**config.mk**
```make
export PLATFORM = sky130hd
export DESIGN_NAME = cell_block_average_monitor
export DESIGN_NICKNAME = d
export VERILOG_FILES = /design/src/design/cbam_pkg.sv /design/src/design/cbam_div.sv /design/src/design/cell_block_average_monitor.sv
export SDC_FILE = /design/constraint.sdc
export NUM_CORES = 1
export LEC_CHECK = 0
export BUFFER_PORTS_ARGS = -buffer_cell sky130_fd_sc_hd__buf_2
export CORE_ASPECT_RATIO = 1.5
export CORE_MARGIN = 5
export CORE_UTILIZATION = 45
export CTS_CLUSTER_DIAMETER = 40
export DETAILED_ROUTE_END_ITERATION = 8
export GPL_TIMING_DRIVEN = 0
export HOLD_SLACK_MARGIN = 0.05
export SLEW_MARGIN = 20
export SYNTH_ARGS = -nofsm -noshare
export SYNTH_HDL_FRONTEND = slang
export SYNTH_SLANG_ARGS = --single-unit
```
**constraint.sdc**
```tcl
create_clock -name clk -period 4.3 [get_ports clk]
set_input_delay 0.215 -clock clk [delete_from_list [all_inputs] [get_ports clk]]
set_output_delay 0.215 -clock clk [all_outputs]
set_load 0.01 [all_outputs]
```
**src/design/cbam_pkg.sv**
```systemverilog
// Package for the cell block average monitor: item structs, register
// indexes, divider request and response types and the state enum.
// No dependencies.
package cbam_pkg;

  localparam int VSUM_W    = 24;
  localparam int TSUM_W    = 16;
  localparam int LEN_W     = 8;
  localparam int DIV_STEPS = VSUM_W;
  localparam int STEP_W    = $clog2(DIV_STEPS);
  localparam int T_FIRST   = VSUM_W - TSUM_W;

  localparam int CFG_IDX_W  = 3;
  localparam int CFG_DATA_W = 16;

  localparam logic [CFG_IDX_W-1:0] CFG_AVG_LEN = 3'd0;
  localparam logic [CFG_IDX_W-1:0] CFG_T_HIGH  = 3'd1;
  localparam logic [CFG_IDX_W-1:0] CFG_T_LOW   = 3'd2;
  localparam logic [CFG_IDX_W-1:0] CFG_V_HIGH  = 3'd3;
  localparam logic [CFG_IDX_W-1:0] CFG_V_LOW   = 3'd4;

  localparam logic [LEN_W-1:0]  AVG_LEN_RST = 8'd8;
  localparam logic signed [7:0] T_HIGH_RST  = 8'sd60;
  localparam logic signed [7:0] T_LOW_RST   = -8'sd20;
  localparam logic [15:0]       V_HIGH_RST  = 16'd4300;
  localparam logic [15:0]       V_LOW_RST   = 16'd2500;

  typedef struct packed {
    logic [15:0]       voltage_mv;
    logic signed [7:0] temperature_c;
  } cbam_in_t;

  typedef struct packed {
    logic [15:0]       avg_voltage_mv;
    logic signed [7:0] avg_temperature_c;
    logic              avg_updated;
    logic              volt_high_warn;
    logic              volt_low_warn;
    logic              temp_high_warn;
    logic              temp_low_warn;
  } cbam_out_t;

  typedef struct packed {
    logic              start;
    logic [LEN_W-1:0]  len;
    logic [VSUM_W-1:0] v_dividend;
    logic [TSUM_W-1:0] t_mag;
  } cbam_div_req_t;

  typedef struct packed {
    logic              done;
    logic [VSUM_W-1:0] v_quot;
    logic [TSUM_W-1:0] t_quot;
  } cbam_div_rsp_t;

  typedef enum logic [1:0] {
    ST_IDLE,
    ST_DIV,
    ST_PUSH
  } cbam_state_t;

endpackage

```
**src/design/cbam_div.sv**
```systemverilog
// Bit-serial restoring divider: voltage sum and temperature magnitude are
// both divided by the average length, one quotient bit per cycle.
// Depends on cbam_pkg.
module cbam_div (
  input  logic                  clk,
  input  logic                  rst_n,
  input  cbam_pkg::cbam_div_req_t req,
  output cbam_pkg::cbam_div_rsp_t rsp
);
  import cbam_pkg::*;

  logic              busy_r, busy_nxt;
  logic              done_r, done_nxt;
  logic [STEP_W-1:0] step_r, step_nxt;
  logic [LEN_W-1:0]  len_r;
  logic [VSUM_W-1:0] vq_r;
  logic [LEN_W-1:0]  vrem_r;
  logic [TSUM_W-1:0] tq_r;
  logic [LEN_W-1:0]  trem_r;

  logic [LEN_W:0]    v_trial, v_diff, t_trial, t_diff;
  logic              v_ge, t_ge, t_active, last_step;

  always_comb begin
    v_trial   = {vrem_r, vq_r[VSUM_W-1]};
    v_diff    = v_trial - {1'b0, len_r};
    v_ge      = v_trial >= {1'b0, len_r};
    t_trial   = {trem_r, tq_r[TSUM_W-1]};
    t_diff    = t_trial - {1'b0, len_r};
    t_ge      = t_trial >= {1'b0, len_r};
    t_active  = step_r >= STEP_W'(T_FIRST);
    last_step = step_r == STEP_W'(DIV_STEPS - 1);
    busy_nxt  = busy_r;
    done_nxt  = 1'b0;
    step_nxt  = step_r;
    if (req.start) begin
      busy_nxt = 1'b1;
      step_nxt = '0;
    end else if (busy_r) begin
      step_nxt = step_r + STEP_W'(1);
      if (last_step) begin
        busy_nxt = 1'b0;
        done_nxt = 1'b1;
      end
    end
  end

  always_ff @(posedge clk) begin
    if (!rst_n) begin
      busy_r <= 1'b0;
      done_r <= 1'b0;
      step_r <= '0;
    end else begin
      busy_r <= busy_nxt;
      done_r <= done_nxt;
      step_r <= step_nxt;
    end
  end

  // The temperature dividend is eight bits shorter, so it joins in late.
  always_ff @(posedge clk) begin
    if (req.start) begin
      len_r  <= req.len;
      vq_r   <= req.v_dividend;
      vrem_r <= '0;
      tq_r   <= req.t_mag;
      trem_r <= '0;
    end else if (busy_r) begin
      vq_r   <= {vq_r[VSUM_W-2:0], v_ge};
      vrem_r <= v_ge ? v_diff[LEN_W-1:0] : v_trial[LEN_W-1:0];
      if (t_active) begin
        tq_r   <= {tq_r[TSUM_W-2:0], t_ge};
        trem_r <= t_ge ? t_diff[LEN_W-1:0] : t_trial[LEN_W-1:0];
      end
    end
  end

  assign rsp.done   = done_r;
  assign rsp.v_quot = vq_r;
  assign rsp.t_quot = tq_r;

  a_start_idle: assert property (@(posedge clk) disable iff (!rst_n)
    req.start |-> !busy_r && req.len != '0)
    else $error("divider started while busy or with zero divisor");

  a_rem_bound: assert property (@(posedge clk) disable iff (!rst_n)
    busy_r |-> vrem_r < len_r && trem_r < len_r)
    else $error("divider remainder not below divisor");

  a_done_follows: assert property (@(posedge clk) disable iff (!rst_n)
    busy_r && last_step && !req.start |=> done_r && !busy_r)
    else $error("divider did not finish after its last step");

endmodule

```
**src/design/cell_block_average_monitor.sv**
```systemverilog
// Cell block average monitor. A sample that does not close an average goes
// from the idle state to the push state, which registers the result item once
// the output is free; no new item is accepted before that. A sample that
// closes an average first runs the 24-step bit-serial divider, then pushes.
// Synchronous active-low reset restores the register defaults and clears sums,
// averages and flags. Depends on cbam_pkg and cbam_div.
module cell_block_average_monitor (
  input  logic                                clk,
  input  logic                                rst_n,
  input  logic                                in_valid,
  output logic                                in_ready,
  input  cbam_pkg::cbam_in_t                  in_data,
  output logic                                out_valid,
  input  logic                                out_ready,
  output cbam_pkg::cbam_out_t                 out_data,
  input  logic                                cfg_valid,
  output logic                                cfg_ready,
  input  logic [cbam_pkg::CFG_IDX_W-1:0]      cfg_index,
  input  logic [cbam_pkg::CFG_DATA_W-1:0]     cfg_data
);
  import cbam_pkg::*;

  cbam_state_t       state_r, state_nxt;
  logic [LEN_W-1:0]  avg_len_r;
  logic signed [7:0] t_high_r, t_low_r;
  logic [15:0]       v_high_r, v_low_r;

  logic              seeded_r;
  logic [VSUM_W-1:0] vsum_r;
  logic [TSUM_W-1:0] tsum_r;
  logic [LEN_W-1:0]  count_r;
  logic [15:0]       avg_v_r;
  logic signed [7:0] avg_t_r;
  logic [3:0]        flags_r, flags_nxt;
  logic              upd_r;
  logic              tneg_r;
  logic              out_valid_r;
  cbam_out_t         out_r;

  logic              accept, complete, out_load;
  logic [LEN_W-1:0]  len_eff, count_inc;
  logic [VSUM_W-1:0] vsum_add;
  logic [TSUM_W-1:0] tsum_add, tsum_mag;
  logic [15:0]       v_avg_sat;
  logic signed [7:0] t_avg_sat;
  cbam_div_req_t     div_req;
  cbam_div_rsp_t     div_rsp;

  assign cfg_ready = 1'b1;
  assign accept    = in_valid && in_ready;

  always_comb begin
    len_eff   = (avg_len_r == '0) ? LEN_W'(1) : avg_len_r;
    vsum_add  = vsum_r + {8'd0, in_data.voltage_mv};
    tsum_add  = tsum_r + {{8{in_data.temperature_c[7]}}, in_data.temperature_c};
    count_inc = count_r + LEN_W'(1);
    complete  = count_inc >= len_eff;
    tsum_mag  = tsum_add[TSUM_W-1] ? (~tsum_add + TSUM_W'(1)) : tsum_add;

    flags_nxt = flags_r;
    if (in_data.temperature_c > t_high_r) flags_nxt[2] = 1'b1;
    else if (in_data.temperature_c < t_low_r) flags_nxt[3] = 1'b1;
    if (in_data.voltage_mv > v_high_r) flags_nxt[0] = 1'b1;
    else if (in_data.voltage_mv < v_low_r) flags_nxt[1] = 1'b1;

    // Quotients overflow only when the length was lowered mid-block.
    v_avg_sat = (|div_rsp.v_quot[VSUM_W-1:16]) ? 16'hFFFF : div_rsp.v_quot[15:0];
    if (!tneg_r) begin
      t_avg_sat = (div_rsp.t_quot > TSUM_W'(127)) ? 8'sd127
                                                   : signed'(div_rsp.t_quot[7:0]);
    end else begin
      t_avg_sat = (div_rsp.t_quot > TSUM_W'(128)) ? 8'h80
                                                   : signed'(~div_rsp.t_quot[7:0] + 8'd1);
    end
  end

  always_comb begin
    state_nxt          = state_r;
    in_ready           = 1'b0;
    out_load           = 1'b0;
    div_req.start      = 1'b0;
    div_req.len        = len_eff;
    div_req.v_dividend = vsum_add;
    div_req.t_mag      = tsum_mag;
    unique case (state_r)
      ST_IDLE: begin
        in_ready = 1'b1;
        if (in_valid) begin
          if (seeded_r && complete) begin
            div_req.start = 1'b1;
            state_nxt     = ST_DIV;
          end else begin
            state_nxt = ST_PUSH;
          end
        end
      end
      ST_DIV: begin
        if (div_rsp.done) state_nxt = ST_PUSH;
      end
      ST_PUSH: begin
        if (!out_valid_r || out_ready) begin
          out_load  = 1'b1;
          state_nxt = ST_IDLE;
        end
      end
      default: state_nxt = ST_IDLE;
    endcase
  end

  cbam_div u_div (
    .clk   (clk),
    .rst_n (rst_n),
    .req   (div_req),
    .rsp   (div_rsp)
  );

  always_ff @(posedge clk) begin
    if (!rst_n) begin
      state_r     <= ST_IDLE;
      avg_len_r   <= AVG_LEN_RST;
      t_high_r    <= T_HIGH_RST;
      t_low_r     <= T_LOW_RST;
      v_high_r    <= V_HIGH_RST;
      v_low_r     <= V_LOW_RST;
      seeded_r    <= 1'b0;
      vsum_r      <= '0;
      tsum_r      <= '0;
      count_r     <= '0;
      avg_v_r     <= '0;
      avg_t_r     <= '0;
      flags_r     <= '0;
      upd_r       <= 1'b0;
      tneg_r      <= 1'b0;
      out_valid_r <= 1'b0;
    end else begin
      state_r <= state_nxt;
      if (cfg_valid) begin
        unique case (cfg_index)
          CFG_AVG_LEN: avg_len_r <= cfg_data[LEN_W-1:0];
          CFG_T_HIGH:  t_high_r  <= signed'(cfg_data[7:0]);
          CFG_T_LOW:   t_low_r   <= signed'(cfg_data[7:0]);
          CFG_V_HIGH:  v_high_r  <= cfg_data;
          CFG_V_LOW:   v_low_r   <= cfg_data;
          default: ;
        endcase
      end
      if (accept) begin
        if (!seeded_r) begin
          seeded_r <= 1'b1;
          avg_v_r  <= in_data.voltage_mv;
          avg_t_r  <= in_data.temperature_c;
          upd_r    <= 1'b0;
        end else begin
          flags_r <= flags_nxt;
          upd_r   <= complete;
          tneg_r  <= tsum_add[TSUM_W-1];
          if (complete) begin
            vsum_r  <= '0;
            tsum_r  <= '0;
            count_r <= '0;
          end else begin
            vsum_r  <= vsum_add;
            tsum_r  <= tsum_add;
            count_r <= count_inc;
          end
        end
      end
      if (div_rsp.done) begin
        avg_v_r <= v_avg_sat;
        avg_t_r <= t_avg_sat;
      end
      if (out_load) out_valid_r <= 1'b1;
      else if (out_ready) out_valid_r <= 1'b0;
    end
  end

  always_ff @(posedge clk) begin
    if (out_load) begin
      out_r.avg_voltage_mv    <= avg_v_r;
      out_r.avg_temperature_c <= avg_t_r;
      out_r.avg_updated       <= upd_r;
      out_r.volt_high_warn    <= flags_r[0];
      out_r.volt_low_warn     <= flags_r[1];
      out_r.temp_high_warn    <= flags_r[2];
      out_r.temp_low_warn     <= flags_r[3];
    end
  end

  assign out_valid = out_valid_r;
  assign out_data  = out_r;

  a_count_bound: assert property (@(posedge clk) disable iff (!rst_n)
    count_r != '1)
    else $error("sample count reached its maximum without closing an average");

  a_done_in_div: assert property (@(posedge clk) disable iff (!rst_n)
    div_rsp.done |-> state_r == ST_DIV)
    else $error("divider finished outside the divide state");

  a_push_holds: assert property (@(posedge clk) disable iff (!rst_n)
    state_r == ST_PUSH && out_valid_r && !out_ready |=> state_r == ST_PUSH)
    else $error("result item overwrote one not yet taken");

endmodule

```
==> results of run 1 <==
final cells by class:
cell class | instances | area share (%)
Multi-Input combinational cell | 1068 | 46.2
Sequential cell | 238 | 35.9
Clock buffer | 38 | 5.60
Timing Repair Buffer | 100 | 4.05
Tap cell | 395 | 3.20
Inverter | 89 | 2.16
Buffer | 69 | 1.79
Clock inverter | 20 | 1.14
worst max-delay path, stage by stage (launching register included):
cell	delay, ps
dfxtp_1	410
ha_1	280
and3_1	210
nand3_1	100
xnor2_1	210
ha_1	260
or2_2	270
a21oi_1	210
a21oi_1	160
nand2_1	170
buf_2	290
buf_1	540
nand2_2	510
routing by layer:
metal	track usage, %	wire length, um	vias up
met5	0	0	-
met4	8.42	1210	0
met3	2.89	1820	80
met2	42.9	19800	274
met1	26.9	15400	5316
li1	-	-	5496
what timing repair did:
item | 4_1_cts | 5_1_grt
endpoints found under the setup margin | 24 | 16
gates resized for setup | 1 | 1
hold buffers | 22 | 0
cloned | 0 | 0
endpoints found under the hold margin | 58 | 0
cell usage in the layout (no fill, tap or decap), types with 11 or more instances in the layout:
cell type      count
nand2_1          209
dfxtp_1          161
a21oi_1          144
ha_1             105
inv_1             88
o21ai_0           79
buf_2             79
nor2_1            77
edfxtp_1          77
clkbuf_1          63
xnor2_1           41
nand3_1           40
clkbuf_16         33
a21o_1            29
xor2_1            25
o211ai_1          22
dlygate4sd3_1     22
mux2_2            20
nor3_1            19
nor2b_1           17
o21a_1            17
o221a_2           16
a31oi_1           13
o21ai_1           13
mux2i_1           13
nand2b_1          12
nand4_1           12
and3_1            11
or3_1             11
final timing paths:
| path | startpoint | endpoint | slack (ps) |
|---|---|---|---|
| setup reg to reg | count_r[0]$_SDFFE_PN0P_ | u_div.vq_r[17]$_DFFE_PP_ | 270 |
| hold reg to reg | avg_v_r[10]$_SDFFE_PN0P_ | out_data[23]$_DFFE_PP_ | 430 |
| hold / removal | cfg_valid | v_low_r[0]$_SDFFE_PN0P_ | 100 |
| setup / recovery | count_r[0]$_SDFFE_PN0P_ | u_div.vq_r[17]$_DFFE_PP_ | 270 |
state kept, by name (all words and copies together), names as in the netlist, 2 cells and up:
signal and count:
u_div.step_r 5, count_r 8, u_div.trem_r 8, tsum_r 16, u_div.len_r 8, u_div.vrem_r 8, flags_r 4, avg_t_r 8
state_r 2, u_div.vq_r 24, t_high_r 8, u_div.tq_r 16, v_low_r 16, avg_v_r 16, v_high_r 16, out_data 29
t_low_r 8, vsum_r 24, avg_len_r 8
through the flow:
stage | cells | power (W) | setup WS, ps | TNS, ps
floorplan | 1464 | 0.00322 | 1010 | 0
detailed placement | 1937 | 0.00350 | -55.0 | -1260
finish | 2017 | 0.00608 | 274 | 0
global placement | 1936 | 0.00347 | 8.42 | 0
CTS | 2017 | 0.00611 | 119 | 0
global route | 2017 | 0.00633 | 14.5 | 0
cells by family after synthesis:
group,count (synthesis)
xor gates and xnor gates,68
other,1
AOI/OAI and AO/OA,400
DFF,238
muxes,33
and+or+nand+nor,457
adders and majority gates,109
buffers and inverters,158
power breakdown:
group          switching [W]  internal, W  leakage (nW)  total, W
registers          0.0000723      0.00243          2.01   0.00250
clock network        0.00109      0.00152         0.515   0.00261
logic               0.000563     0.000405          3.72  0.000968
total                0.00172      0.00435          6.25   0.00608
==> results.toml, run 1 <==
[run_status]
run_status = "completed"

[power_and_ir_drop]
max-vdd-ir-drop_uv = 319
power-per-cell-area_nw_per_um2 = 394
p_leak_nw = 6.25

[sta]
worst_pin_slew_ps = 912
final_hold_viol_count = 0
holdWs_ps = 98.7
slew_headroom_pct = 39.2
finalSetupViolCount = 0
min_period_ps = 4030
fin_crit_sh_pct = 93.6
timing.fmax_mhz = 248
fin_skew_ps = 29.6
finalMaxSlewViolations = 0
rsz0062_at_grt = "no"

[global_routing]
grt_overflow_total = 0
grtUsageTotal_pct = 23.1
grt_pass1_vias = 11100
grt_pass1_wl_um = 59600
antenna_found_initial = 0
grt_max_degree = 25

[routing]
drt_iter0_drc = 677
dr.pass1.iters = 5
drcViolationCount = 0
vias = 11200
vias_per_cell = 5.54
ant_nets = 0
wl_um = 38200
wl_per_cell_um = 19.0

[floorplan]
die_area_sq_um = 33100
core-area_sq_um = 29300
io_pins = 80
initial_core_util_pct = 45.3
die_h_um = 220
placementRows = 77
dieWidth_um = 150

[cts]
cts.reportedPaths.clkPinSlew_ps = 60
clk-insertion-delay-late_ps = 580
cts_htree_levels = 1
cts_buffer_depth = 3
clock-sinks = 238
numCtsBuffers = 31
post-cts-setup-buffers = 0
cts_tree = "built"
cts_root_buffer = "clkbuf_16"

[cells_and_area]
postLayoutCoreUtil_pct = 52.7
syn_to_final_growth_pct = 16.4
multi_input_area_sq_um = 7130
nNetsFinal = 1754
finalInstanceArea_sq_um = 15400
nFillCells = 2776
n_antenna_cell = 0
seq_area_sq_um = 5540
drive_above_1_share_pct = 12.8

[logic_synthesis]
synth-warning-count = 0
synth_cells = 1464
ys_top_cells_by_count = "nand2_1 (211), dfxtp_1 (161), a21oi_1 (144)"
synth_edf_count = 77
synth_largest_area_cell = "dfxtp_1"
ys.flop_type = "dfxtp_1"
syn_area_sq_um = 13300
synth_top_cell_area_share_pct = 24.3
syn_nets = 1621
syn_area_per_cell_sq_um = 9.06
synth_cell_types = 80
synth_top_family_by_area = "compound AO/OA/AOI/OAI gates"
synthTopCellsByArea = "dfxtp_1 (24%), edfxtp_1 (17%), ha_1 (9.9%)"
async_flop_share_pct = 0
synth_mux_area_share_pct = 2.68
yosys.area_share.adder_pct = 10.5
synth_xor_area_share_pct = 4.69
synth_most_common_cell = "nand2_1"
synth_compound_area_share_pct = 19.5
seq_area_frac_synth_pct = 41.7
ys_ff_latch = 238
yosys.area_share.simple_pct = 16.3

[placement]
port_buffers = 77
gp_congestion = 0.858
dp.final_hpwl_um = 28900
place_area_sq_um = 14200

[hold_path]
hp-class = "input pin to register"
hold_depth = 4

[critical_path]
critPathMaxFanout = 24
crit_arrival_ps = 4200
worstSetupPathType = "register to register"
critPathCaptureType = "register"
setup.worst_path.start_class = "register"
required_ps = 4480
r2r_cells = 12

[run]
cap_violations = 0
Power figures use the tool's default switching activity.
==> run 2, diff against run 1 <==
--- a/config.mk
+++ b/config.mk
@@ -13,6 +13,7 @@
 export DETAILED_ROUTE_END_ITERATION = 8
 export GPL_TIMING_DRIVEN = 0
 export HOLD_SLACK_MARGIN = 0.05
+export SETUP_SLACK_MARGIN = 0.3
 export SLEW_MARGIN = 20
 export SYNTH_ARGS = -nofsm -noshare
 export SYNTH_HDL_FRONTEND = slang
==> results.toml, run 2 (synthesized netlist as in run 1, its figures left out) <==
[run_status]
run_status = "completed"

[critical_path]
cp-startpoint = "count_r[0]$_SDFFE_PN0P_"
crit_slowest_cell = "dfxtp_1"
cpPeakStageDelay_ps = 420
crit_arrival_ps = 3910
critPathMaxFanout = 24
r2r_start = "count_r[0]$_SDFFE_PN0P_"
r2r-end = "u_div.vq_r[17]$_DFFE_PP_"
path_cells = "ha_1 > and3_1 > nand3_1 > xnor2_1 > ha_1 > or2_2 > a21oi_1 > a21oi_1 > nand2_1 > buf_2 > buf_2 > nand2_2"
setup.worst_path.start_class = "register"
r2r_cells = 12
setup.worst_path.end = "u_div.vq_r[17]$_DFFE_PP_"
critPathCaptureType = "register"
reg2reg_slack_ps = 580
required_ps = 4490
worstSetupPathType = "register to register"

[sta]
finalSetupViolCount = 0
fin_setup_tns_ps = 0
slew_headroom_pct = 41.8
finalMaxSlewViolations = 0
worst_pin_slew_ps = 874
fin_crit_sh_pct = 86.5
rsz0062_at_grt = "no"
fin_skew_ps = 29.0
timing.fmax_mhz = 269
min_period_ps = 3720
final_hold_viol_count = 0

[global_routing]
grt_pass1_wl_um = 59600
antenna_found_initial = 0
grt_max_degree = 25
grtUsageTotal_pct = 23.1
grt_overflow_total = 0
grt_pass1_vias = 11100

[placement]
place_area_sq_um = 14200
port_buffers = 77
dp.final_hpwl_um = 28900
gp_congestion = 0.858
dp_cells = 1937

[cells_and_area]
largest_reg_flops = 29
finalInstanceArea_sq_um = 15400
multi_input_area_sq_um = 7130
final_common_cell = "nand2_1"
stdcell_count = 2017
n_antenna_cell = 0
postLayoutCoreUtil_pct = 52.7
nFillCells = 2777
seq_area_sq_um = 5540
syn_to_final_growth_pct = 16.4
drive_above_1_share_pct = 12.9
nNetsFinal = 1754
final_cell_mix = "nand2_1 (209), dfxtp_1 (161), a21oi_1 (144)"

[cts]
clk-insertion-delay-late_ps = 580
cts_tree = "built"
clock-sinks = 238
cts_root_buffer = "clkbuf_16"
numCtsBuffers = 31
cts_buffer_depth = 3
cts_htree_levels = 1
post-cts-setup-buffers = 0
cts.reportedPaths.clkPinSlew_ps = 60

[routing]
wl_per_cell_um = 19.0
vias_per_cell = 5.56
wl_um = 38300
dr.pass1.iters = 5
ant_nets = 0
drt_iter0_drc = 641
drcViolationCount = 0
vias = 11200

[floorplan]
die_area_sq_um = 33100
die_h_um = 220
core-area_sq_um = 29300
placementRows = 77
initial_core_util_pct = 45.3
dieWidth_um = 150
io_pins = 80

[run]
cap_violations = 0

[power_and_ir_drop]
max-vdd-ir-drop_uv = 319
power-per-cell-area_nw_per_um2 = 394
power_w = 0.00608
p_leak_nw = 6.25

[hold_path]
hp-class = "input pin to register"
[run 2: worst max-delay path, delay by kind of cell (launching register included)]
family	cells	cell delay (ps)
XOR/XNOR	1	210
AND/OR/NAND/NOR	5	1150
buffers and inverters	2	640
flip-flops	1	420
AO/OA/AOI/OAI	2	370
adder cells (fa/ha/maj)	2	540
[run 2: final cells by class]
| class | instances | share of cell area [%] |
|---|---|---|
| plain buffers | 69 | 1.80 |
| clock buffers | 38 | 5.60 |
| clock inverters | 20 | 1.14 |
| inverters | 89 | 2.19 |
| multi-input cells | 1068 | 46.2 |
| flip-flops and latches | 238 | 35.9 |
| well taps | 395 | 3.20 |
| repair buffers | 100 | 4.05 |
[run 2: how the worst min path moves through the flow]
stage	startpoint	to	slack, ps	depth (start not counted)
2_1_floorplan	cfg_data[0]	v_low_r[0]$_SDFFE_PN0P_	350	2
3_3_place_gp	avg_v_r[2]$_SDFFE_PN0P_	out_data[15]$_DFFE_PP_	410	0
3_5_place_dp	avg_v_r[2]$_SDFFE_PN0P_	out_data[15]$_DFFE_PP_	420	0
4_1_cts	cfg_valid	v_low_r[0]$_SDFFE_PN0P_	80	4
5_1_grt	cfg_valid	v_low_r[0]$_SDFFE_PN0P_	110	4
6_report	cfg_valid	v_low_r[0]$_SDFFE_PN0P_	100	4
[run 2: power breakdown]
part / switching (W) / internal (W) / total, W
Clock: 0.00109 / 0.00152 / 0.00261
Combinational: 0.000563 / 0.000405 / 0.000968
Sequential: 0.0000720 / 0.00243 / 0.00250
[run 2: repair_timing]
item | CTS | global route
hold buffers | 22 | 0
resized for setup | 3 | 1
cloned | 0 | 0
endpoints found under the hold margin | 58 | 0
setup endpoints to repair | 40 | 2
[run 2: through the flow]
stage	setup WS [ps]	hold slack [ps]
floorplan	1010	351
global route	364	108
global placement	8.42	413
CTS	421	77.4
finish	579	98.8
detailed placement	-55.0	415
[run 2: layer usage]
metal  global-route usage (%)  routed length [um]  part of all wire (%)  up-vias
met5                        0                   0                     0        -
met4                     8.42                1270                   3.3        0
met3                     2.89                1850                   4.8       87
met2                     42.9               19700                    52      275
met1                     26.9               15400                    40     5346
li1                         -                   -                     -     5499
